`src/hdl/fdl_pkg.sv`:
```
// Types and constants of the fractional delay line.
`timescale 1ns / 1ps

package fdl_pkg;

   localparam int SAMPLE_BITS    = 24;
   localparam int FRAC_BITS      = 16;
   localparam int DELAY_BITS     = 17;
   localparam int DEPTH          = 131072;
   localparam int ADDR_BITS      = $clog2(DEPTH);
   localparam int DIFF_BITS      = SAMPLE_BITS + 1;
   localparam int PROD_BITS      = DIFF_BITS + FRAC_BITS + 1;
   localparam int CSR_INDEX_BITS = 2;
   localparam int CSR_DATA_BITS  = 32;

   typedef logic signed [SAMPLE_BITS-1:0] sample_type;
   typedef logic [FRAC_BITS-1:0]          frac_type;
   typedef logic [DELAY_BITS-1:0]         delay_type;
   typedef logic [ADDR_BITS-1:0]          addr_type;

   typedef enum logic [CSR_INDEX_BITS-1:0] {
      REG_DELAY_WHOLE    = 2'd0,
      REG_DELAY_FRACTION = 2'd1
   } csr_index_type;

   // Per-sample control that travels from the address stage to the datapath.
   typedef struct packed {
      logic bypass;
      logic tap1_ok;
      logic tap2_ok;
   } tap_tag_type;

endpackage

```
`src/hdl/fdl_addr.sv`:
```
// Write pointer, wrap flag and tap address generation.
`timescale 1ns / 1ps

module fdl_addr
   import fdl_pkg::*;
(
   input  logic        clock,
   input  logic        reset,
   input  logic        advance,
   input  delay_type   delay_whole,
   output addr_type    wr_addr,
   output addr_type    tap1_addr,
   output addr_type    tap2_addr,
   output tap_tag_type tag
);

   addr_type wp_ff;
   addr_type wp_in;
   logic     full_ff;
   logic     full_in;
   addr_type tap1;
   addr_type tap2;

   always_comb begin
      wp_in   = wp_ff;
      full_in = full_ff;
      if (advance) begin
         wp_in = wp_ff + addr_type'(1);
         if (&wp_ff) begin
            full_in = 1'b1;
         end
      end
   end

   always_ff @(posedge clock) begin
      if (reset) begin
         wp_ff   <= '0;
         full_ff <= 1'b0;
      end else begin
         wp_ff   <= wp_in;
         full_ff <= full_in;
      end
   end

   always_comb begin
      tap1 = wp_ff - delay_whole[ADDR_BITS-1:0];
      tap2 = tap1 - addr_type'(1);
      // Entries below the pointer are written; after the first wrap all are.
      tag.bypass  = (delay_whole == '0);
      tag.tap1_ok = full_ff || (tap1 < wp_ff);
      tag.tap2_ok = full_ff || (tap2 < wp_ff);
   end

   assign wr_addr   = wp_ff;
   assign tap1_addr = tap1;
   assign tap2_addr = tap2;

endmodule

```
`config.mk`:
```
export PLATFORM = sky130hd
export DESIGN_NAME = fdl_addr
export DESIGN_NICKNAME = d
export VERILOG_FILES = /design/src/hdl/fdl_pkg.sv /design/src/hdl/fdl_addr.sv
export SDC_FILE = /design/constraint.sdc
export NUM_CORES = 1
export LEC_CHECK = 0
export BUFFER_PORTS_ARGS = -buffer_cell sky130_fd_sc_hd__buf_2
export CAP_MARGIN = 20
export CORE_ASPECT_RATIO = 0.7
export CORE_MARGIN = 2
export CORE_UTILIZATION = 49
export DETAILED_ROUTE_END_ITERATION = 12
export PLACE_DENSITY_LB_ADDON = 0.08
export SLEW_MARGIN = 25
export SYNTH_ARGS = -nofsm -noshare
export SYNTH_HDL_FRONTEND = slang
export SYNTH_SLANG_ARGS = --single-unit
```
`constraint.sdc`:
```
create_clock -name clock -period 4.1 [get_ports clock]
set_clock_uncertainty 0.1 [all_clocks]
set_input_delay 0.41 -clock clock [delete_from_list [all_inputs] [get_ports clock]]
set_output_delay 0.41 -clock clock [all_outputs]
set_load 0.005 [all_outputs]
```
==> Word level (Yosys, flattened, before mapping) <==
Cells that the tools add are included.
{ "word_totals": {"ff_bits": 18, "input_bits": 20, "output_inout_bits": 54} }
{ "classes": {"add_sub_neg": 3, "order_cmp": 2, "n_reduce_logical": 4} }
{ "op_table": {"columns": ["operator", "n"], "rows": [
  ["$lt A17 B17 Y1", 2],
  ["$reduce_and A18 Y1", 1],
  ["$add A17 B1 Y17 const B", 1],
  ["$logic_not A17 Y1", 1],
  ["$sub A17 B1 Y17 const B", 1],
  ["$sub A17 B17 Y17", 1],
  ["$logic_or A1 B1 Y1", 2]
]} }

==> Depth between registers and ports, before layout <==
Gate-level depths: netlist (run 1).
{ "logic_depth": {"ltp_word": 4, "ltp_mapped": 20, "depth_no_buf": 20} }

==> Worst setup path before layout (run 1) <==
No wires, ideal clock.
{ "synth_timing": {"kind": "reg2out", "from": "register wp_ff[0] (netlist: wr_addr[0])", "to": "output port tag[0] (netlist bit)", "arrival_time_ns": 4.042, "slack_ns": -0.452, "path_stages_with_launch": 19, "n_path_buf": 0, "cell_sequence": "dfxtp_1 -> inv_1 -> ha_1 -> inv_1 -> fa_1 -> a211oi_2 -> nor2_1 -> xnor2_1 -> a2111oi_4 -> nand4_1 -> or3_1 -> or4_4 -> xnor2_1 -> ha_1 -> o21ai_0 -> nand2b_1 -> a211oi_1 -> o211ai_1 -> nand3_1"} }
{ "synth_rtl": {"columns": ["element", "line", "rtl"], "rows": [
  ["start: declaration", "fdl_addr.sv:17", "addr_type wp_ff;"],
  ["start signal: assignment", "fdl_addr.sv:40", "wp_ff <= wp_in;"],
  ["end: declaration", "fdl_addr.sv:14", "output tap_tag_type tag"]
]} }

==> results of run 1 <==
## state kept, by name (all words and copies together), names as in the netlist
register  cells
wr_addr      17
full_ff       1
## timing repair
action	in CTS	in global routing
buffers inserted	2	6
gates resized for setup	20	11
setup endpoints to repair	2	2
pin swaps	13	17
## layer usage
metal  global-route usage (%)  vias to the layer above  routed length [µm]
li1                         -                     1607                   -
met1                     47.6                     1525                4640
met2                     45.8                       83                3930
met3                     1.58                        8                 685
met4                     5.15                        0                  74
met5                        0                        -                   0
## stage by stage
stage,std cells,cell area [µm²]
after global placement,580,3840
after floorplan,360,2810
final,592,4100
after global routing,592,4100
after CTS,586,4000
after detailed placement,580,3840
## cells in the final DEF (no fill, tap or decap), drive strengths merged, types with 7 or more instances in the layout
master	netlist	routed
xnor2	28	28
nand3	16	16
buf	1	159
nor2	35	35
a21oi	21	21
nor3	11	11
xor2	14	14
ha	52	52
dfxtp	18	18
nand2	18	18
a211oi	7	7
inv	47	47
o21ai	15	15
## power by group
group | switching [mW] | leakage, nW | total [mW] | internal, mW
Sequential | 0.00311 | 0.147 | 0.180 | 0.177
Clock | 0.0538 | 0.0228 | 0.123 | 0.0688
Combinational | 0.185 | 1.84 | 0.368 | 0.183
## path summary, 6_finish.rpt
check,to,slack [ns],cells after the start
max,tag[0],-0.73,19
max reg2reg,wr_addr[13],1.75,9
min,wr_addr[1],0.37,3
min reg2reg,wr_addr[16],0.50,2
## cells by family after synthesis
family | after synthesis | synth area share [%]
fa+ha+maj | 53 | 24.4
simple gates | 118 | 21.5
compound gates | 77 | 20.0
mux | 2 | 0.729
xor+xnor | 42 | 13.4
flops | 18 | 13.1
buf+inv | 50 | 6.88
## layout make-up
| type | count | area share [%] |
|---|---|---|
| tap | 72 | 2.20 |
| clock buffer | 4 | 1.10 |
| sequential | 18 | 8.94 |
| multi-input combinational | 292 | 58.7 |
| inverter | 47 | 4.36 |
| timing repair buffer | 159 | 24.7 |
## critical path, cell delays in order, from the launching register on
cell and delay [ns]:
dfxtp_4 0.35, inv_4 0.06, ha_4 0.13, inv_2 0.03, fa_2 0.36, a211oi_4 0.28, nor2_1 0.10, xnor2_2 0.17
a2111oi_4 0.36, nand4_1 0.18, or3_4 0.37, or4_4 0.46, xnor2_4 0.16, ha_1 0.29, o21ai_1 0.08, nand2b_1 0.09
a211oi_2 0.25, o211ai_1 0.13, nand3_1 0.09, buf_2 0.11
==> metrics, run 1 <==
Routed Wire Length 9330 µm; DR vias/cell 5.44; Initial Utilization 51.7%; post-layout util between 70% and 80%; Hold WS roughly 0.37 ns; clock-pin slew on the worst setup and hold paths ~0.060 ns; Final ANT Viol Nets 0; CTS tree done; status finished with violations; largest net degree at the start of global routing 19; TritonCTS Sinks 18; GRT overflow 0; min cycle time layout 4.83 ns; clk_lat worst skew 0.25 ns; fin crit share 118%; Root Driver clkbuf_8; vias in the first global route between 2,000 and 3,000; Final Hold Fails 0; multi-input logic area 2410 µm²; #FFs+latches synth 18; Hold Crit Class in2reg; yosys warns 0; area delta synth->final 49.4%; chip height 66.6 µm; Power Dens Cells around 160 nW/µm²; drt drc 0; Area contributors post-synth ha_1 (24%), dfxtp_1 (13%), xnor2_1 (8.9%); total negative slack -0.904 ns; cell taking the most area after synthesis ha_1; min-delay src advance; maximum vdd drop roughly 0.30 mV; # nets final 594; routability cong. 0.925; failing checks negative setup slack; Crit path required time 3.59 ns; total power between 0.6 and 0.7 mW; Critical Path End Type primary output; total track usage 30.3%; H-Tree Depth 1; Pre-antenna DRT Iters 4; Slew Limit Fails 0; vias post-DR 3,223; CP max FO 3; Synth top cells by count ha_1 (52), inv_1 (47), nor2_1 (35); Max Clk Rate 207 MHz; Seq. cell area 367 µm²; Critical Path Start wr_addr[0]; row count 22; Ports 74; Max-Cap Viols 0; unrepaired setup endpoints after global routing yes; first-pass GRT wire length around 15,000 µm; count leader, synth ha_1; WL per Instance 15.8 µm; CTS Hold Buffers Added 0; Arr. time, crit path 4.32 ns; Max Buffers Root-to-Sink 2; PortBufs 73; Synth Flop Type dfxtp_1; core box area around 5300 µm²; Mapped Cells 360; die area 6230 µm²; Synth top area share 23.7%; die width 93.5 µm; # setup viols final 2; # fillers 409; initial drt markers 123; synth unique cells between 50 and 60; Slew headroom 54.5%; final setup slack of the worst path -0.728 ns; Crit Path Class reg2out; Pleak 2.01 nW; post-synthesis sequential area ratio 13.1%; antenna violations before repair 0; worst slew pin tran 0.677 ns; syn_area_per_cell 7.63 µm²; pre-CTS setup slack -0.650 ns; syn nets 433; crit start category register; Post-DP HPWL slightly below 8000 µm; TritonCTS buffer count 3; ys async rst share 0%; Antenna diodes 0; layout cells sized above 1 a little under two fifths; Post-synth EDFFs 0; Synth Cell Area approximately 2700 µm²; FF-to-FF Start wr_addr[3]
Note: power is estimated with default switching activity, not from simulation.
==> inputs of run 2 (changes only) <==
--- a/config.mk
+++ b/config.mk
@@ -9,7 +9,7 @@
 export CAP_MARGIN = 20
 export CORE_ASPECT_RATIO = 0.7
 export CORE_MARGIN = 2
-export CORE_UTILIZATION = 49
+export CORE_UTILIZATION = 35
 export DETAILED_ROUTE_END_ITERATION = 12
 export PLACE_DENSITY_LB_ADDON = 0.08
 export SLEW_MARGIN = 25
==> run 2 against run 1 <==
The run still ends with negative setup slack left. Die area is 38% higher. Sequential power about the same. Final cell count increased by 5.2%. Critical path depth up 2. Non-clock buffer count increased by 5.
==> metrics, run 2 (synthesis results as in run 1) <==
status finished with violations; failing checks negative setup slack; Arr. time, crit path 4.29 ns; Int Pwr 0.439 mW; clock group share of total power 18.8%; clock-pin slew on the worst setup and hold paths 0.07 ns; core box area 7450 µm²; commonest non-fill, non-tap cell in the layout buf_4; most frequent cells in the layout buf_4 (90), buf_2 (73), inv_1 (45), ha_1 (45), nor2_1 (33); Crit path required time 3.59 ns; Final ANT Viol Nets 0; CP Buf/Inv Count 4; DR vias/cell 5.11; worst slew pin tran between 0.7 and 0.8 ns; slowest CP cell or3_4; Slew headroom about half; total negative slack -0.822 ns; r2r setup slk 1.72 ns; Hold Crit Class in2reg; largest net degree at the start of global routing 19; Antenna diodes 0; Ports 74; TritonCTS buffer count 3; # setup viols final 2; first-pass GRT wire length around 16,000 µm; total track usage 23.4%; Root Driver clkbuf_8; Max Clk Rate 208 MHz; maximum vdd drop around 0.16 mV; row count 26; clk_lat worst skew between 0.2 and 0.3 ns; Critical Path Stages 21; Post-DP HPWL between 8000 and 9000 µm; die area 8580 µm²; initial drt markers roughly 160; Pre-antenna DRT Iters 4; GRT overflow 0; min cycle time layout 4.80 ns; CTS Hold Buffers Added 0; Routed Wire Length roughly 9900 µm; Slew Limit Fails 0; CP Cell Sequence inv_4 -> ha_4 -> inv_2 -> fa_2 -> a211oi_4 -> buf_4 -> o21ai_2 -> a31o_1 -> a21oi_2 -> xnor2_2 -> or3_4 -> nor4_2 -> xor2_1 -> ha_1 -> nor2b_1 -> o21ai_2 -> nand2b_1 -> a211oi_2 -> o211ai_1 -> nand3_1 -> buf_2; drt drc 0; worst setup path end tag[0]; Max-Cap Viols 0; final setup slack of the worst path -0.699 ns; fin crit share 117%; Max Buffers Root-to-Sink 2; Reg2Reg Depth 8; layout cells sized above 1 38.9%; Largest register FFs 17; Critical Path Start wr_addr[0]; Sw Share 36.4%; FF-to-FF Start wr_addr[3]; Pleak 2.03 nW; Crit Path Class reg2out; vias in the first global route about 2,900; TritonCTS Sinks 18; # fillers 720; chip height between 70 and 80 µm; post-layout util between 50% and 60%; # nets final 599; total power 0.690 mW; antenna violations before repair 0; crit start category register; area delta synth->final 52.6%; Psw 0.252 mW; PortBufs between 70 and 80; routability cong. 0.942; Initial Utilization 36.8%; H-Tree Depth 1; Final Hold Fails 0; die width 110 µm; CP top delay family compound AO/OA/AOI/OAI gates; unrepaired setup endpoints after global routing yes; Logic pwr share 55.1%; CTS tree done; vias post-DR about 3,200; worst r2r dst wr_addr[15]; Critical Path End Type primary output; critical path's largest stage delay 0.37 ns; WL per Instance 15.8 µm; Reg power frac 26.1%; CP max FO 5; Top cell by count, worst path o21ai_2; Power Dens Cells 165 nW/µm²
run 2: worst register-to-register path, cell delays in order (launching register included):
cell and delay (ns):
dfxtp_1 0.45, buf_4 0.19, inv_1 0.08, nor3_1 0.30
and3_1 0.25, and3_1 0.23, nand3_1 0.20, or3_1 0.38
a21oi_1 0.14
run 2: per-layer routing:
| metal | GRT usage (%) | share of wire [%] | vias to the layer above |
|---|---|---|---|
| li1 | - | - | 1609 |
| met1 | 38.4 | 53 | 1496 |
| met2 | 34.2 | 42 | 67 |
| met3 | 0.498 | 4.9 | 9 |
| met4 | 2.66 | 0.82 | 0 |
| met5 | 0 | 0 | - |
run 2: timing repair:
item	4_1_cts	5_1_grt
setup buffers	4	4
endpoints found under the setup margin	2	2
pin swaps	18	15
resized for setup	24	8
run 2: worst min path at each step:
stage                        to  slack (ns)  cells after the start   startpoint
finish               wr_addr[0]        0.36                      3      advance
global route         wr_addr[1]        0.41                      3      advance
CTS                  wr_addr[0]        0.36                      3      advance
detailed placement      full_ff        0.48                      3      full_ff
global placement    wr_addr[12]        0.46                      2  wr_addr[12]
floorplan           wr_addr[12]        0.40                      2  wr_addr[12]
run 2: power groups by stage:
stage | combinational (mW) | clock [mW] | sequential (mW)
finish | 0.380 | 0.130 | 0.181
global route | 0.421 | 0.138 | 0.181
CTS | 0.370 | 0.131 | 0.181
detailed placement | 0.350 | 0 | 0.184
global placement | 0.343 | 0 | 0.183
floorplan | 0.187 | 0 | 0.184
run 2: final cells by class:
cell class | instances | area [µm²] | area share (%)
clock buffer | 4 | 45.0 | 1.08
multi-input combinational | 292 | 2420 | 57.8
timing repair buffer | 164 | 1050 | 25.1
inverter | 47 | 179 | 4.27
sequential | 18 | 367 | 8.75
tap | 98 | 123 | 2.93
run 2: through the flow:
stage / std cells / setup WS [ns] / hold slack [ns] / area (µm²)
after detailed placement: 611 / -0.600 / 0.478 / 3910
after floorplan: 360 / -0.163 / 0.403 / 2810
after global routing: 623 / -0.868 / 0.409 / 4190
final: 623 / -0.699 / 0.358 / 4190
after CTS: 619 / -0.687 / 0.362 / 4100
after global placement: 611 / -0.446 / 0.462 / 3910
==> inputs of run 3 (changes only) <==
--- a/config.mk
+++ b/config.mk
@@ -5,12 +5,12 @@
 export SDC_FILE = /design/constraint.sdc
 export NUM_CORES = 1
 export LEC_CHECK = 0
-export BUFFER_PORTS_ARGS = -buffer_cell sky130_fd_sc_hd__buf_2
 export CAP_MARGIN = 20
 export CORE_ASPECT_RATIO = 0.7
 export CORE_MARGIN = 2
 export CORE_UTILIZATION = 35
 export DETAILED_ROUTE_END_ITERATION = 12
+export DONT_BUFFER_PORTS = 1
 export PLACE_DENSITY_LB_ADDON = 0.08
 export SLEW_MARGIN = 25
 export SYNTH_ARGS = -nofsm -noshare
==> run 3 against run 2 <==
Sequential power hardly changed. The run still ends with negative setup slack left. Total power is 4.0% lower. Critical path type unchanged. Largest power group unchanged. Sequential cell count stayed put. Register-to-register slack better by 0.11 ns. Via count is 10% lower. Hold slack worse by 0.26 ns.
==> metrics, run 3 (synthesis results as in run 1) <==
Slew headroom 63.6%; vias in the first global route 2,735; fin crit share 117%; Arr. time, crit path approximately 4.3 ns; drt drc 0; Max Buffers Root-to-Sink 2; Max-Cap Viols 0; r2r setup slk 1.83 ns; worst slew pin tran 0.542 ns; min cycle time layout 4.79 ns; Final Hold Fails 0; Slew Limit Fails 0; Final ANT Viol Nets 0; CP max FO 2; Reg2Reg Depth 8; clk_lat worst skew 0.26 ns; TritonCTS Sinks 18; total power 0.663 mW; Ports 74; largest net degree at the start of global routing 19; chip height 78.1 µm; PortBufs 0; layout cells sized above 1 roughly 30%; WL per Instance 17.0 µm; Initial Utilization 36.8%; Power Dens Cells 170 nW/µm²; Hold Crit Class in2reg; failing checks negative setup slack; commonest non-fill, non-tap cell in the layout buf_4; Pre-antenna DRT Iters 4; GRT overflow 0; Routed Wire Length 9530 µm; CTS tree done; Largest register FFs 17; maximum vdd drop 0.217 mV; Hold Path Sink wr_addr[0]; min-delay src reset; Post-Place Cells between 500 and 600; TritonCTS buffer count 3; core box area 7450 µm²; DR vias/cell 5.10; worst r2r dst wr_addr[15]; Critical Path End Type primary output; Hold WS 0.102 ns; CTS Hold Buffers Added 0; Crit path required time between 3 and 4 ns; area delta synth->final 42.3%; Finished Layout Cells 560; Pleak 1.77 nW; first-pass GRT wire length 15,000 µm; die width approximately 110 µm; Max Clk Rate 209 MHz; # nets final roughly 540; status finished with violations; initial drt markers 132; antenna violations before repair 0; die area 8580 µm²; Antenna diodes 0; Root Driver clkbuf_8; Worst Hold Depth 1; clock-pin slew on the worst setup and hold paths 0.07 ns; # setup viols final 3; row count 26; vias post-DR 2,858; routability cong. roughly 0.85; Crit Path Class reg2out; unrepaired setup endpoints after global routing yes; FF-to-FF Start wr_addr[3]; H-Tree Depth 1; final setup slack of the worst path -0.686 ns; most frequent cells in the layout buf_4 (98), ha_1 (48), inv_1 (45), nor2_1 (31), xnor2_1 (24); total track usage 22.8%; Post-DP HPWL 8150 µm; crit start category register
run 3: cell type report:
cell class	count	area (µm²)
Multi-Input combinational cell	292	2410
Clock buffer	4	55.1
Inverter	47	179
Tap cell	98	123
Fill cell	704	3540
Sequential cell	18	364
Timing Repair Buffer	101	778
run 3: how the worst max path moves through the flow:
stage / from / endpoint / slack, ns / cells after the start
finish: wr_addr[0] / tag[0] / -0.69 / 21
CTS: wr_addr[0] / tag[0] / -0.61 / 20
floorplan: wr_addr[0] / tag[0] / -0.16 / 18
global placement: wr_addr[0] / tag[0] / -0.39 / 20
detailed placement: wr_addr[0] / tag[0] / -0.47 / 20
global route: wr_addr[0] / tag[0] / -0.94 / 21
run 3: routing by layer:
metal / global-route usage, % / share of wire [%] / vias up
li1: - / - / 1484
met1: 37.1 / 54 / 1327
met2: 32.9 / 41 / 42
met3: 1.50 / 5.1 / 5
met4: 3.04 / 0.51 / 0
met5: 0 / 0 / -
run 3: power breakdown:
part | switching [mW] | internal (mW) | total, mW
Sequential | 0.00281 | 0.177 | 0.180
Combinational | 0.171 | 0.163 | 0.333
Clock | 0.0640 | 0.0855 | 0.150
run 3: through the flow:
step	utilization, %	area (µm²)	setup WS (ns)	setup TNS (ns)
after CTS	50.9	3790	-0.608	-0.722
after detailed placement	47.6	3540	-0.474	-0.751
final	52.4	3910	-0.686	-1.05
after floorplan	-	2810	-0.163	-0.163
after global placement	47.6	3540	-0.389	-0.577
after global routing	52.4	3910	-0.941	-1.72
run 3: repair_timing:
| action | CTS | global route |
|---|---|---|
| setup buffers | 15 | 7 |
| setup endpoints to repair | 2 | 3 |
| resized for setup | 20 | 11 |
| pin swaps | 22 | 24 |
run 3: worst max-delay path, stage by stage (launching register included):
cell	delay, ns
dfxtp_4	0.35
inv_4	0.07
ha_4	0.13
inv_2	0.04
fa_2	0.41
a211oi_4	0.27
buf_4	0.16
o21bai_1	0.08
a21oi_1	0.16
xor2_1	0.23
buf_4	0.16
and3_4	0.18
nand4b_1	0.16
nor4_2	0.29
xor2_1	0.23
ha_1	0.27
nor2b_1	0.13
o21ai_1	0.13
nand2b_1	0.10
a211oi_2	0.20
o211ai_1	0.15
nand3_1	0.12
