**config.mk**
```make
export PLATFORM = sky130hd
export DESIGN_NAME = fdl_interp
export DESIGN_NICKNAME = d
export VERILOG_FILES = /design/src/hdl/fdl_pkg.sv /design/src/hdl/fdl_interp.sv
export SDC_FILE = /design/constraint.sdc
export NUM_CORES = 1
export LEC_CHECK = 0
export BUFFER_PORTS_ARGS = -buffer_cell sky130_fd_sc_hd__buf_2
export CAP_MARGIN = 40
export CORE_ASPECT_RATIO = 2
export CORE_MARGIN = 4
export CORE_UTILIZATION = 60
export CTS_BUF_LIST = sky130_fd_sc_hd__clkbuf_2 sky130_fd_sc_hd__clkbuf_4 sky130_fd_sc_hd__clkbuf_8
export CTS_CLUSTER_SIZE = 14
export DETAILED_ROUTE_END_ITERATION = 10
export MAX_ROUTING_LAYER = met4
export PLACE_DENSITY = 0.81
export SLEW_MARGIN = 0
export SYNTH_ARGS = -nofsm -noshare
export SYNTH_HDL_FRONTEND = slang
export SYNTH_SLANG_ARGS = --single-unit
```
**constraint.sdc**
```tcl
create_clock -name clock -period 10.69 [get_ports clock]
set_clock_uncertainty 0.1 [all_clocks]
set_input_delay 2.138 -clock clock [delete_from_list [all_inputs] [get_ports clock]]
set_output_delay 2.138 -clock clock [all_outputs]
set_load 0.02 [all_outputs]
```
**src/hdl/fdl_pkg.sv**
```systemverilog
// Types and constants of the fractional delay line.
`timescale 1ns / 1ps

package fdl_pkg;

   localparam int SAMPLE_BITS    = 24;
   localparam int FRAC_BITS      = 16;
   localparam int DELAY_BITS     = 17;
   localparam int DEPTH          = 131072;
   localparam int ADDR_BITS      = $clog2(DEPTH);
   localparam int DIFF_BITS      = SAMPLE_BITS + 1;
   localparam int PROD_BITS      = DIFF_BITS + FRAC_BITS + 1;
   localparam int CSR_INDEX_BITS = 2;
   localparam int CSR_DATA_BITS  = 32;

   typedef logic signed [SAMPLE_BITS-1:0] sample_type;
   typedef logic [FRAC_BITS-1:0]          frac_type;
   typedef logic [DELAY_BITS-1:0]         delay_type;
   typedef logic [ADDR_BITS-1:0]          addr_type;

   typedef enum logic [CSR_INDEX_BITS-1:0] {
      REG_DELAY_WHOLE    = 2'd0,
      REG_DELAY_FRACTION = 2'd1
   } csr_index_type;

   // Per-sample control that travels from the address stage to the datapath.
   typedef struct packed {
      logic bypass;
      logic tap1_ok;
      logic tap2_ok;
   } tap_tag_type;

endpackage

```
**src/hdl/fdl_interp.sv**
```systemverilog
// Interpolation pipeline: difference and product, then sum into the output register.
`timescale 1ns / 1ps

module fdl_interp
   import fdl_pkg::*;
(
   input  logic        clock,
   input  logic        reset,
   input  logic        load,
   input  tap_tag_type tag,
   input  sample_type  sample_in,
   input  sample_type  tap1_data,
   input  sample_type  tap2_data,
   input  frac_type    delay_fraction,
   output logic        take,
   output logic        rsp_valid,
   input  logic        rsp_stall,
   output sample_type  rsp_sample_out
);

   // stage 1: taps come out of the store
   logic        s1_valid_ff, s1_valid_in;
   tap_tag_type s1_tag_ff;
   sample_type  s1_sample_ff;
   // stage 2: product
   logic        s2_valid_ff, s2_valid_in;
   logic        s2_bypass_ff;
   sample_type  s2_sample_ff;
   sample_type  s2_y1_ff;
   logic signed [PROD_BITS-1:0] s2_prod_ff, s2_prod_in;
   // output register
   logic        out_valid_ff, out_valid_in;
   sample_type  out_sample_ff, out_sample_in;

   logic out_ready;
   logic s2_take;
   logic s1_take;
   sample_type y1;
   sample_type y2;
   logic signed [DIFF_BITS-1:0] diff;
   logic signed [PROD_BITS-1:0] shifted;

   always_comb begin
      out_ready = !out_valid_ff || !rsp_stall;
      s2_take   = !s2_valid_ff || out_ready;
      s1_take   = !s1_valid_ff || s2_take;

      s1_valid_in  = s1_take ? load : s1_valid_ff;
      s2_valid_in  = s2_take ? s1_valid_ff : s2_valid_ff;
      out_valid_in = out_ready ? s2_valid_ff : out_valid_ff;

      // Unwritten entries read as zero.
      y1   = s1_tag_ff.tap1_ok ? tap1_data : '0;
      y2   = s1_tag_ff.tap2_ok ? tap2_data : '0;
      diff = $signed({y2[SAMPLE_BITS-1], y2}) - $signed({y1[SAMPLE_BITS-1], y1});
      s2_prod_in = $signed({1'b0, delay_fraction}) * diff;

      // Arithmetic shift floors; the true sum always fits the sample width.
      shifted       = s2_prod_ff >>> FRAC_BITS;
      out_sample_in = s2_bypass_ff ? s2_sample_ff
                                   : s2_y1_ff + shifted[SAMPLE_BITS-1:0];
   end

   always_ff @(posedge clock) begin
      if (reset) begin
         s1_valid_ff  <= 1'b0;
         s2_valid_ff  <= 1'b0;
         out_valid_ff <= 1'b0;
      end else begin
         s1_valid_ff  <= s1_valid_in;
         s2_valid_ff  <= s2_valid_in;
         out_valid_ff <= out_valid_in;
      end
   end

   always_ff @(posedge clock) begin
      if (load && s1_take) begin
         s1_tag_ff    <= tag;
         s1_sample_ff <= sample_in;
      end
      if (s2_take && s1_valid_ff) begin
         s2_bypass_ff <= s1_tag_ff.bypass;
         s2_sample_ff <= s1_sample_ff;
         s2_y1_ff     <= y1;
         s2_prod_ff   <= s2_prod_in;
      end
      if (out_ready && s2_valid_ff) begin
         out_sample_ff <= out_sample_in;
      end
   end

   assign take           = s1_take;
   assign rsp_valid      = out_valid_ff;
   assign rsp_sample_out = out_sample_ff;

endmodule

```
### Word level (Yosys, flattened, before mapping)

Index checks and enable logic that the tools add are counted.

| word-level totals | value |
|---|---|
| register bits after elaboration | 143 |
| input port bits | 95 |
| output and inout port bits | 26 |
| word-level logic and storage cells | 28 |

| cells by class | value |
|---|---|
| add/sub/neg operators | 2 |
| multipliers | 1 |
| multiplexer cells | 3 |
| reductions and logical operators | 10 |

Operators with widths:

| kind | number |
|---|---|
| $mux 24 | 3 |
| $mul 17x25->40 | 1 |
| $sub 24x24->25 | 1 |
| $add 24x24->24 | 1 |
| $logic_not 1->1 | 4 |
| $logic_and 1x1->1 | 3 |
| $logic_or 1x1->1 | 3 |

### Depth between registers and ports, before layout

Gate-level depths: netlist (run 1).

| logic depth | value |
|---|---|
| depth after elaboration | 5 |
| mapped depth | 36 |
| gate-level depth less buffers | 34 |

### Worst setup path after synthesis (run 1)

No wires, ideal clock.

| timing path | value |
|---|---|
| path type | input to register |
| start | in tap2_data[8] |
| end | reg s2_prod_ff[38] (data pin) |
| setup time | 0.264 ns |
| arrival | 9.555 ns |
| path slack | 0.771 ns |
| stages | 29 |
| cells stage by stage | and2_1 ha_1 and3_4 a221o_1 a221o_1 o2111a_1 a2111oi_4 xnor2_1 buf_6 nand2_1 fa_1 inv_1 fa_1 fa_1 fa_1 fa_1 inv_1 fa_1 inv_1 ha_1 a21o_1 a21oi_1 inv_1 a21o_1 a21o_1 o21ai_0 a21oi_1 a221oi_1 xnor2_1 |

| between the ends | value |
|---|---|
| longest elaborated chain between the ends | 3 |

Ends and longest elaborated chain:

| element | line | text |
|---|---|---|
| start: declaration | fdl_interp.sv:13 | `input sample_type tap2_data,` |
| $mux 24 | fdl_interp.sv:54 | `y2 = s1_tag_ff.tap2_ok ? tap2_data : '0;` |
| $sub 24x24->25 | fdl_interp.sv:55 | `diff = $signed({y2[SAMPLE_BITS-1], y2}) - $signed({y1[SAMPLE_BITS-1], y1});` |
| $mul 17x25->40 | fdl_interp.sv:56 | `s2_prod_in = $signed({1'b0, delay_fraction}) * diff;` |
| net s2_prod_in[38] | fdl_interp.sv:30 | `logic signed [PROD_BITS-1:0] s2_prod_ff, s2_prod_in;` |
| end signal: assignment | fdl_interp.sv:85 | `s2_prod_ff <= s2_prod_in;` |
| end: declaration | fdl_interp.sv:30 |  |

The timed path passes the listed nets, and every way through them passes these cells.
A chain may end at the register's enable or synchronous reset.

### Worst setup path in the final report (run 1)

| timing path | value |
|---|---|
| start | in tap1_data[0] |
| end | reg s2_prod_ff[38] (data pin) |

| between the ends | value |
|---|---|
| longest elaborated chain between the ends | 3 |

Ends and longest elaborated chain:

| element | line | text |
|---|---|---|
| start: declaration | fdl_interp.sv:12 | `input sample_type tap1_data,` |
| $mux 24 | fdl_interp.sv:53 | `y1 = s1_tag_ff.tap1_ok ? tap1_data : '0;` |
| net y1[0] | fdl_interp.sv:38 | `sample_type y1;` |
| $sub 24x24->25 | fdl_interp.sv:55 |  |
| $mul 17x25->40 | fdl_interp.sv:56 |  |
| net s2_prod_in[38] | fdl_interp.sv:30 |  |

The timed path passes the listed nets, and every way through them passes these cells.

==> summary.md, run 1 <==
| Metric | Value |
|---|---|
| Total die area | `around 37,000 um^2` |
| Commonest cells after routing, fill and taps aside | `504 x inv_1, 373 x fa_1, 258 x nand2_1` |
| Critical Path Max Stage Delay | `between 0.5 and 0.6 ns` |
| CTS Hold Buffers Added | `0` |
| Core area | `~34,000 um^2` |
| Min Clock Period, post-route | `between 10 and 15 ns` |
| Rel. slew slack | `a little over a third` |
| Remaining DRCs | `0` |
| Final core utilization | `about two thirds` |
| Synth Cell Area | `20,290 um^2` |
| IO Pins | `121` |
| Cell Count Post-Placement | `between 2,000 and 3,000` |
| Mean number of vias per cell | `roughly 5.7` |
| CP Capture Type | `flip-flop` |
| Post-route ant nets | `0` |
| Post-CTS Setup Inserts | `0` |
| Critical path arrival | `roughly 10 ns` |
| DR iter-0 viols | `roughly 1,000` |
| Final WS setup | `0.4503 ns` |
| Status | `finished, final reports clean` |
| Root Driver | `clkbuf_8` |
| Fillers | `2,579` |
| Critical Path Fanout Max | `7` |
| Buf/Inv on CP | `6` |
| Wire per inst | `19.55 um` |
| Seq cells post-synth | `127` |
| Ys Warns | `0` |
| IO buf count | `between 100 and 150` |
| Clock Tree Buf Depth | `2` |
| Share of cells above drive strength 1 | `approximately an eighth` |
| Core Rows | `95` |
| Hold Crit Class | `flip-flop to flip-flop` |
| HPWL Detailed | `~43,000 um` |
| TritonCTS Buffers | `17` |
| Initial Util | `a little over 60%` |
| Clock Sinks | `roughly 130` |
| Post-cts sizing count | `0` |
| 1st-pass router iterations | `8` |
| Final setup viols | `0` |
| WL final | `around 53,000 um` |
| Net count after synthesis | `~2,700` |
| Clock transition at path regs | `0.08 ns` |
| Die Span Y | `268.0 um` |
| Slew @ Worst Pin | `between 0.9 and 1 ns` |
| Htree depth | `4` |
| WP data required | `about 11 ns` |
| Area contributors post-synth | `fa_1 37%, edfxtp_1 18%, inv_1 9.3%` |
| Max Slew Vio Count | `0` |
| Worst Min Path Start | `s1_sample_ff[1]` |
| Gate Count Post-Synth | `about 2,100` |
| Library cells used by synthesis | `59` |
| Post-synth ARST share | `0%` |
| RePlAce Congestion | `between 0.9 and 1` |
| GRT Util Overall | `a little under a third` |
| Final hold violations | `0` |
| Setup Slack @ Placement | `-0.2715 ns` |
| CP most frequent cell | `fa_1` |
| Unrepaired setup endpoints after global routing | `false` |
| Share of the synthesized area in the top cell type | `a little under two fifths` |
| Antenna violations before repair | `1` |
| Critical path class | `input pin to flip-flop` |
| Register area share after synthesis | `a little under a fifth` |
| Min Hold Slack | `roughly 0.32 ns` |
| CTS tree | `built` |
| FF-to-FF Start | `s1_tag_ff[1]` |
| Global-route wire length before repair | `roughly 85,000 um` |
| Commonest non-fill, non-tap cell in the layout | `inv_1` |
| Most area-hungry cell type in the Yosys netlist | `fa_1` |
| Final worst-path cycle share | `between 90 and 100%` |
| Vias in the first global route | `roughly 17,000` |
| Grt ovf | `0` |
| Area Growth Syn to Fin | `10.37%` |
| Final Non-Filler Cells | `about 2,700` |
| Post-synth EDFFs | `about 120` |
| CP top delay family | `adder cells` |
| Max cap viols | `0` |
| Worst setup path start | `tap1_data[0]` |
| Worst skew pair latency | `0.45 ns` |
| Slowest CP cell | `fa_1` |
| Final Net Count | `roughly 2,900` |
| Routed via count | `around 15,000` |
| Mapped Avg Cell Area | `about 9.7 um^2` |
| Die width | `around 140 um` |
| Max Fclk | `97.66 MHz` |
| Top FF cell, synth | `edfxtp_1` |
| Largest net degree at the start of global routing | `47` |
| Startpoint types | `input pin` |
==> through the flow <==
| stage | instance area [um^2] | setup TNS (ns) |
|---|---|---|
| after floorplan | 20290 | 0 |
| after global placement | 21910 | -0.3137 |
| after detailed placement | 21930 | -1.353 |
| after CTS | 22370 | 0 |
| after global routing | 22390 | 0 |
| final | 22390 | 0 |
==> worst paths after layout <==
kind	to	slack, ns	depth (start not counted)
setup / recovery	s2_prod_ff[38]	0.45	34
hold / removal	s2_sample_ff[1]	0.32	0
setup reg to reg	s2_prod_ff[38]	1.31	33
hold reg to reg	s2_sample_ff[1]	0.32	0
==> Yosys cell counts, types with 3 or more instances <==
library cell	count
a21boi_0	3
a31oi_1	7
nand3_1	9
and3b_1	17
fa_1	373
a21o_1	20
nor2_1	35
xnor2_1	54
nor3_1	12
inv_1	504
and2_1	184
ha_1	144
nand3b_1	17
mux2_2	4
a221o_1	3
nand4_1	8
nand2b_1	9
o211a_1	3
nand2_1	258
o21ai_0	51
o21a_1	11
o21bai_1	7
o31ai_1	7
dfxtp_1	3
nor2b_1	15
edfxtp_1	124
clkbuf_1	69
a211oi_1	7
and2_4	4
a21oi_1	60
and3_1	7
xor2_1	24
maj3_1	5
==> final cells by class <==
cell class / instances / area [um^2] / share of cell area [%]
clock buffer: 19 / 249.0 / 1.112
clock inverter: 13 / 187.7 / 0.8382
inverter: 504 / 1892 / 8.449
sequential: 127 / 3784 / 16.90
antenna: 1 / 2.502 / 0.01118
multi-input combinational: 1388 / 14360 / 64.13
tap: 436 / 545.5 / 2.436
timing repair buffer: 211 / 1371 / 6.125
==> logic make-up (layout without fill, tap and decap cells) <==
| kind of cell | after synthesis | after routing | share of synthesized area, % |
|---|---|---|---|
| xor+xnor | 78 | 78 | 3.367 |
| mux | 5 | 5 | 0.2714 |
| fa+ha+maj | 522 | 522 | 45.94 |
| other cells | 0 | 1 | 0 |
| flops | 127 | 127 | 18.65 |
| compound gates | 198 | 198 | 6.316 |
| buf+inv | 578 | 747 | 10.74 |
| simple gates | 585 | 585 | 14.72 |
==> sequential cells by signal (all words and copies together), names as in the netlist <==
| name | count |
|---|---|
| rsp_sample_out | 24 |
| s1_sample_ff | 24 |
| s2_y1_ff | 24 |
| s2_bypass_ff | 1 |
| s1_valid_ff | 1 |
| s1_tag_ff | 3 |
| rsp_valid | 1 |
| s2_prod_ff | 24 |
| s2_valid_ff | 1 |
| s2_sample_ff | 24 |
==> routing by layer <==
layer	up-vias	share of wire (%)	routed length, um	global-route usage [%]
met1	7683	32	17010	29.99
met3	245	5.7	3030	3.223
li1	6686	-	-	-
met2	730	55	29220	56.24
met5	-	0	0	-
met4	0	6.7	3512	17.32
Power of run 1 is left out: the tool's default activity adds up to more than one toggle a clock period on the data nets, which glitch-free logic cannot reach.
==> run 2: changes to the inputs <==
Settings changed: BUFFER_PORTS_ARGS -buffer_cell sky130_fd_sc_hd__buf_2 to -buffer_cell sky130_fd_sc_hd__buf_4.
==> run 2 against run 1 <==
Sequential share of layout area shrank 0.089 points. Utilization rose by 0.35 points. Cell count decreased by 0.67%. Largest cell class unchanged. Critical path type unchanged. Critical path depth is 4 higher.
==> summary.md, run 2 (synthesis results as in run 1) <==
| Metric | Value |
|---|---|
| DR iter-0 viols | `between 700 and 800` |
| Max Fclk | `~97 MHz` |
| Largest net degree at the start of global routing | `between 60 and 70` |
| Global-route wire length before repair | `84,900 um` |
| Share of cells above drive strength 1 | `between 10 and 15%` |
| Grt ovf | `0` |
| Rel. slew slack | `roughly two fifths` |
| Final setup viols | `0` |
| Final worst-path cycle share | `between 90% and 100%` |
| CP Capture Type | `flip-flop` |
| Core Rows | `95` |
| Clock transition at path regs | `~0.080 ns` |
| Worst skew pair latency | `about 0.46 ns` |
| Total die area | `~37,000 um^2` |
| Remaining DRCs | `0` |
| Cell Count Post-Placement | `around 2,600` |
| TritonCTS Buffers | `17` |
| Min Clock Period, post-route | `10.33 ns` |
| Htree depth | `4` |
| GRT Util Overall | `a little under a third` |
| Critical path arrival | `10.44 ns` |
| Root Driver | `clkbuf_8` |
| Wire per inst | `approximately 20 um` |
| Post-route ant nets | `0` |
| RePlAce Congestion | `about 0.94` |
| CP most frequent cell | `fa_1` |
| Hold Path Cell Cnt | `0` |
| Commonest non-fill, non-tap cell in the layout | `inv_1` |
| WP data required | `between 10 and 15 ns` |
| FF-to-FF Start | `s1_tag_ff[1]` |
| Slowest CP cell | `fa_1` |
| WHS Endpoint | `s2_sample_ff[1]` |
| IO buf count | `120` |
| Mean number of vias per cell | `approximately 5.6` |
| Critical Path Fanout Max | `16` |
| Hold Crit Class | `flip-flop to flip-flop` |
| IO Pins | `about 120` |
| Crit Reg-Reg Endpoint | `s2_prod_ff[39]` |
| Core area | `between 30,000 and 40,000 um^2` |
| 1st-pass router iterations | `5` |
| Die Span Y | `~270 um` |
| Routed via count | `approximately 15,000` |
| Critical Path Max Stage Delay | `between 0.5 and 0.6 ns` |
| Depth of the worst register-to-register path | `37` |
| Slew @ Worst Pin | `around 0.92 ns` |
| Final core utilization | `~67%` |
| Die width | `around 140 um` |
| Final Non-Filler Cells | `approximately 2,700` |
| Initial Util | `between 60 and 70%` |
| Area Growth Syn to Fin | `10.95%` |
| Finished Cell Area | `22,510 um^2` |
| Max Slew Vio Count | `0` |
| Startpoint types | `input pin` |
| Antenna violations before repair | `0` |
| Ant diodes | `0` |
| Post-CTS Setup Inserts | `0` |
| Setup Slack @ Placement | `-0.04824 ns` |
| Commonest cells after routing, fill and taps aside | `504 x inv_1, 373 x fa_1, 258 x nand2_1` |
| Vias in the first global route | `~17,000` |
| Worst Min Path Start | `s1_sample_ff[1]` |
| Critical path class | `input pin to flip-flop` |
| Status | `finished, final reports clean` |
| Area post-placement | `approximately 22,000 um^2` |
| WL final | `53,050 um` |
| CTS tree | `built` |
| Final WS setup | `~0.36 ns` |
| HPWL Detailed | `roughly 43,000 um` |
| R2R Setup Slk | `about 1.2 ns` |
| Final hold violations | `0` |
| Clock Tree Buf Depth | `2` |
| Unrepaired setup endpoints after global routing | `false` |
| Max cap viols | `0` |
| Clock Sinks | `roughly 130` |
| Final Net Count | `around 2,800` |
==> run 2: cell types whose count changed in the layout (fill, tap and decap cells not counted), sizes merged <==
cell	change
diode	-1
clkbuf	-1
clkinv	+2
clkinvlp	+3
buf	-17
inv	-1
bufinv	-3
==> run 2: how the worst max path moves through the flow <==
stage / startpoint / endpoint / cells past startpoint
final: tap1_data[0] / s2_prod_ff[39] / 38
after global routing: tap1_data[0] / s2_prod_ff[39] / 38
after CTS: tap1_data[0] / s2_prod_ff[39] / 38
after detailed placement: tap2_data[1] / s2_prod_ff[39] / 36
after global placement: tap2_data[1] / s2_prod_ff[38] / 35
after floorplan: tap2_data[8] / s2_prod_ff[38] / 29
==> run 2: timing repair <==
action                                  4_1_cts  5_1_grt
hold buffers                                  0        0
resized for setup                             0        1
endpoints found under the setup margin        0        2
==> run 2: worst max-delay path: cells and delay by family <==
family | cells | cell delay, ns
buffers and inverters | 10 | 1.02
AO/OA/AOI/OAI | 10 | 1.98
adder cells (fa/ha/maj) | 9 | 3.96
XOR/XNOR | 3 | 0.40
AND/OR/NAND/NOR | 6 | 0.93
==> run 2: area by class of cell <==
class,count,area [um^2]
multi-input combinational,1388,14350
fill,2599,11010
sequential,127,3784
inverter,504,1892
timing repair buffer,194,1577
tap,436,545.5
clock buffer,18,241.5
clock inverter,14,120.1
==> run 2: metrics by stage <==
stage	setup TNS [ns]	hold WS (ns)
5_1_grt	0	0.3119
3_3_place_gp	0	0.3021
3_5_place_dp	-0.06470	0.3045
4_1_cts	0	0.3132
6_report	0	0.3142
2_1_floorplan	0	0.3003
==> run 2: layer usage <==
| metal | share of wire (%) | vias up | track usage (%) | wire [um] |
|---|---|---|---|---|
| met4 | 8.9 | 0 | 21.89 | 4704 |
| li1 | - | 6652 | - | - |
| met2 | 53 | 681 | 55.00 | 28320 |
| met3 | 6.0 | 307 | 3.828 | 3172 |
| met5 | 0 | - | - | 0 |
| met1 | 32 | 7485 | 29.53 | 16850 |
Power of run 2 is left out for the same reason.
==> run 3: changes to the inputs <==
Settings changed: ABC_AREA set to 1.
==> run 3 against run 2 <==
First-iteration DRC count grew 64%. Worst hold slack improved by 0.0046 ns. Register-to-register slack improved by 0.36 ns. Global-route usage up 10 points. Area after synthesis increased by 7.6%. Cell area rose by 5.5%. Non-clock buffer count shrank 42. Setup slack improved by 0.43 ns. Count of clock-buffer cells in the layout is 1 lower. Critical endpoint is now s2_prod_ff[38].
==> summary.md, run 3 <==
| Metric | Value |
|---|---|
| Status | `finished, final reports clean` |
| Gate Count Post-Synth | `between 2,000 and 3,000` |
| Critical Path Max Stage Delay | `0.94 ns` |
| Top-count cell post-synth | `inv_1` |
| Simple-Gate Fraction of Synth Area | `20.55%` |
| Initial Util | `between 60 and 70%` |
| Mapped Avg Cell Area | `a little over 8 um^2` |
| Slew @ Worst Pin | `approximately 0.93 ns` |
| Remaining DRCs | `0` |
| Hold Crit Class | `flip-flop to flip-flop` |
| Die Span Y | `between 200 and 300 um` |
| Net count after synthesis | `about 3,300` |
| Wire per inst | `23.07 um` |
| WHS Endpoint | `s2_sample_ff[6]` |
| Max Slew Vio Count | `0` |
| Met2 Usage GRT | `between 70% and 80%` |
| Commonest cells after routing, fill and taps aside | `651 x inv_1, 538 x nand2_1, 373 x fa_1` |
| Rel. slew slack | `between 30% and 40%` |
| WL final | `~76,000 um` |
| Grt ovf | `0` |
| Top Usage Layer GRT | `met2` |
| HPWL Detailed | `about 64,000 um` |
| Synth Area in Adders | `around 42%` |
| Ys Warns | `0` |
| Most area-hungry cell type in the Yosys netlist | `fa_1` |
| Post-synth EDFFs | `between 100 and 150` |
| Worst Min Path Start | `s1_sample_ff[6]` |
| Final setup viols | `0` |
| Mux share of post-synthesis cell area | `0%` |
| CP most frequent cell | `nand2_1` |
| Library cells used by synthesis | `49` |
| Total die area | `between 30,000 and 40,000 um^2` |
| Seq cells post-synth | `127` |
| Final worst-path cycle share | `92.57%` |
| Post-route ant nets | `0` |
| TritonCTS Buffers | `17` |
| Depth of the worst register-to-register path | `33` |
| 1st-pass router iterations | `8` |
| Post-cts sizing count | `0` |
| RePlAce Congestion | `1.080` |
| Root Driver | `clkbuf_8` |
| Unrepaired setup endpoints after global routing | `false` |
| Core area | `approximately 36,000 um^2` |
| Clock Sinks | `between 100 and 150` |
| Area contributors post-synth | `fa_1 34%, edfxtp_1 17%, inv_1 11%` |
| FF-to-FF Start | `s1_tag_ff[1]` |
| Core Rows | `98` |
| Slowest CP cell | `fa_1` |
| Die width | `142.9 um` |
| Met3 Usage GRT | `under 10%` |
| Register area share after synthesis | `between 10% and 20%` |
| Antenna violations before repair | `0` |
| Max cap viols | `0` |
| Max Fclk | `slightly above 100 MHz` |
| Crit Reg-Reg Endpoint | `s2_prod_ff[38]` |
| DR iter-0 viols | `between 1,000 and 1,500` |
| Min Clock Period, post-route | `between 9 and 10 ns` |
| Compound-Gate Fraction of Synth Area | `under 10%` |
| Global-route wire length before repair | `115,300 um` |
| Fin Setup TNS | `0 ns` |
| Critical path arrival | `between 10 and 15 ns` |
| Share of cells above drive strength 1 | `~8.3%` |
| Share of the synthesized area in the top cell type | `about a third` |
| Fillers | `approximately 3,000` |
| Worst skew pair latency | `about 0.46 ns` |
| WP data required | `around 11 ns` |
| GR Util met1 | `roughly 38%` |
| Synth top cells by count | `652 x inv_1, 538 x nand2_1, 373 x fa_1, 312 x nor2_1, 146 x nand3_1` |
| XOR/XNOR Fraction of Synth Area | `around 1.8%` |
| Post-synth ARST share | `0%` |
| Final Net Count | `between 3,000 and 4,000` |
| Final hold violations | `0` |
| IO Pins | `between 100 and 150` |
| Critical Path Fanout Max | `15` |
| Top FF cell, synth | `edfxtp_1` |
| Hold Path Cell Cnt | `0` |
| CTS tree | `built` |
| Routed via count | `around 19,000` |
| Startpoint types | `input pin` |
| Largest net degree at the start of global routing | `60` |
| GRT Util Overall | `40.37%` |
| Vias in the first global route | `between 20,000 and 25,000` |
| IO buf count | `120` |
| CTS Hold Buffers Added | `0` |
| Commonest non-fill, non-tap cell in the layout | `inv_1` |
| R2R Setup Slk | `around 1.6 ns` |
| Largest family of logic cells by synthesized area | `adder cells` |
| Clock transition at path regs | `approximately 0.09 ns` |
| Synth Cell Area | `roughly 22,000 um^2` |
| CP Capture Type | `flip-flop` |
| Critical path class | `input pin to flip-flop` |
| Area Growth Syn to Fin | `8.754%` |
| Htree depth | `4` |
| Clock Tree Buf Depth | `2` |
| Post-CTS Setup Inserts | `0` |
| Mean number of vias per cell | `a little under 6` |
run 3: cell types whose count changed after synthesis, sizes merged, moves of 11 or more:
cell | before | now
clkbuf | 69 | 49
inv | 504 | 658
nand2 | 258 | 546
or2 | 2 | 32
xnor2 | 54 | 18
nor3 | 12 | 23
and3b | 17 | 0
and2 | 188 | 1
nand3 | 9 | 146
a21oi | 61 | 98
nor2b | 15 | 0
nor2 | 35 | 313
nand3b | 17 | 4
run 3: worst max-delay path: cells and delay by family:
| kind | cells | cell delay, ns |
|---|---|---|
| fa+ha+maj | 8 | 4.10 |
| simple gates | 16 | 2.47 |
| buf+inv | 8 | 0.74 |
| compound gates | 1 | 0.34 |
| xor+xnor | 1 | 0.20 |
run 3: metrics by stage:
step	setup slack [ns]	area (um^2)	std cells	utilization, %	hold WS (ns)
after floorplan	1.732	21830	2704	-	0.3003
after global placement	0.5363	23270	3242	64.98	0.3011
after detailed placement	0.3869	23350	3246	65.22	0.3045
after CTS	0.8624	23730	3278	66.28	0.3190
after global routing	0.2954	23730	3278	66.28	0.3272
final	0.7938	23740	3280	66.30	0.3188
run 3: final cells by class:
type                       instances  area, um^2  area share [%]
tap                              450       563.0           2.372
antenna                            2       5.005         0.02108
inverter                         664        2492           10.50
clock inverter                    15       145.1          0.6115
multi-input combinational       1853       15320           64.53
clock buffer                      17       234.0          0.9857
sequential                       127        3784           15.94
timing repair buffer             152        1196           5.039
run 3: worst max path at each step:
stage | from | to | cells past startpoint
2_1_floorplan | tap1_data[0] | s2_prod_ff[39] | 36
5_1_grt | tap1_data[0] | s2_prod_ff[38] | 34
6_report | tap1_data[0] | s2_prod_ff[38] | 34
4_1_cts | tap1_data[0] | s2_prod_ff[38] | 34
3_5_place_dp | tap1_data[0] | s2_prod_ff[38] | 34
3_3_place_gp | tap1_data[0] | s2_prod_ff[37] | 33
run 3: cells by family after synthesis:
family                   after synthesis
flip-flops                           127
AO/OA/AOI/OAI                        206
AND/OR/NAND/NOR                     1088
buffers and inverters                724
XOR/XNOR                              42
adder cells (fa/ha/maj)              517
run 3: metal layers:
| metal | vias up | part of all wire (%) |
|---|---|---|
| met5 | - | 0 |
| met3 | 416 | 7.0 |
| met4 | 0 | 11 |
| met2 | 1084 | 52 |
| met1 | 9252 | 30 |
| li1 | 8379 | - |
Power of run 3 is left out for the same reason.
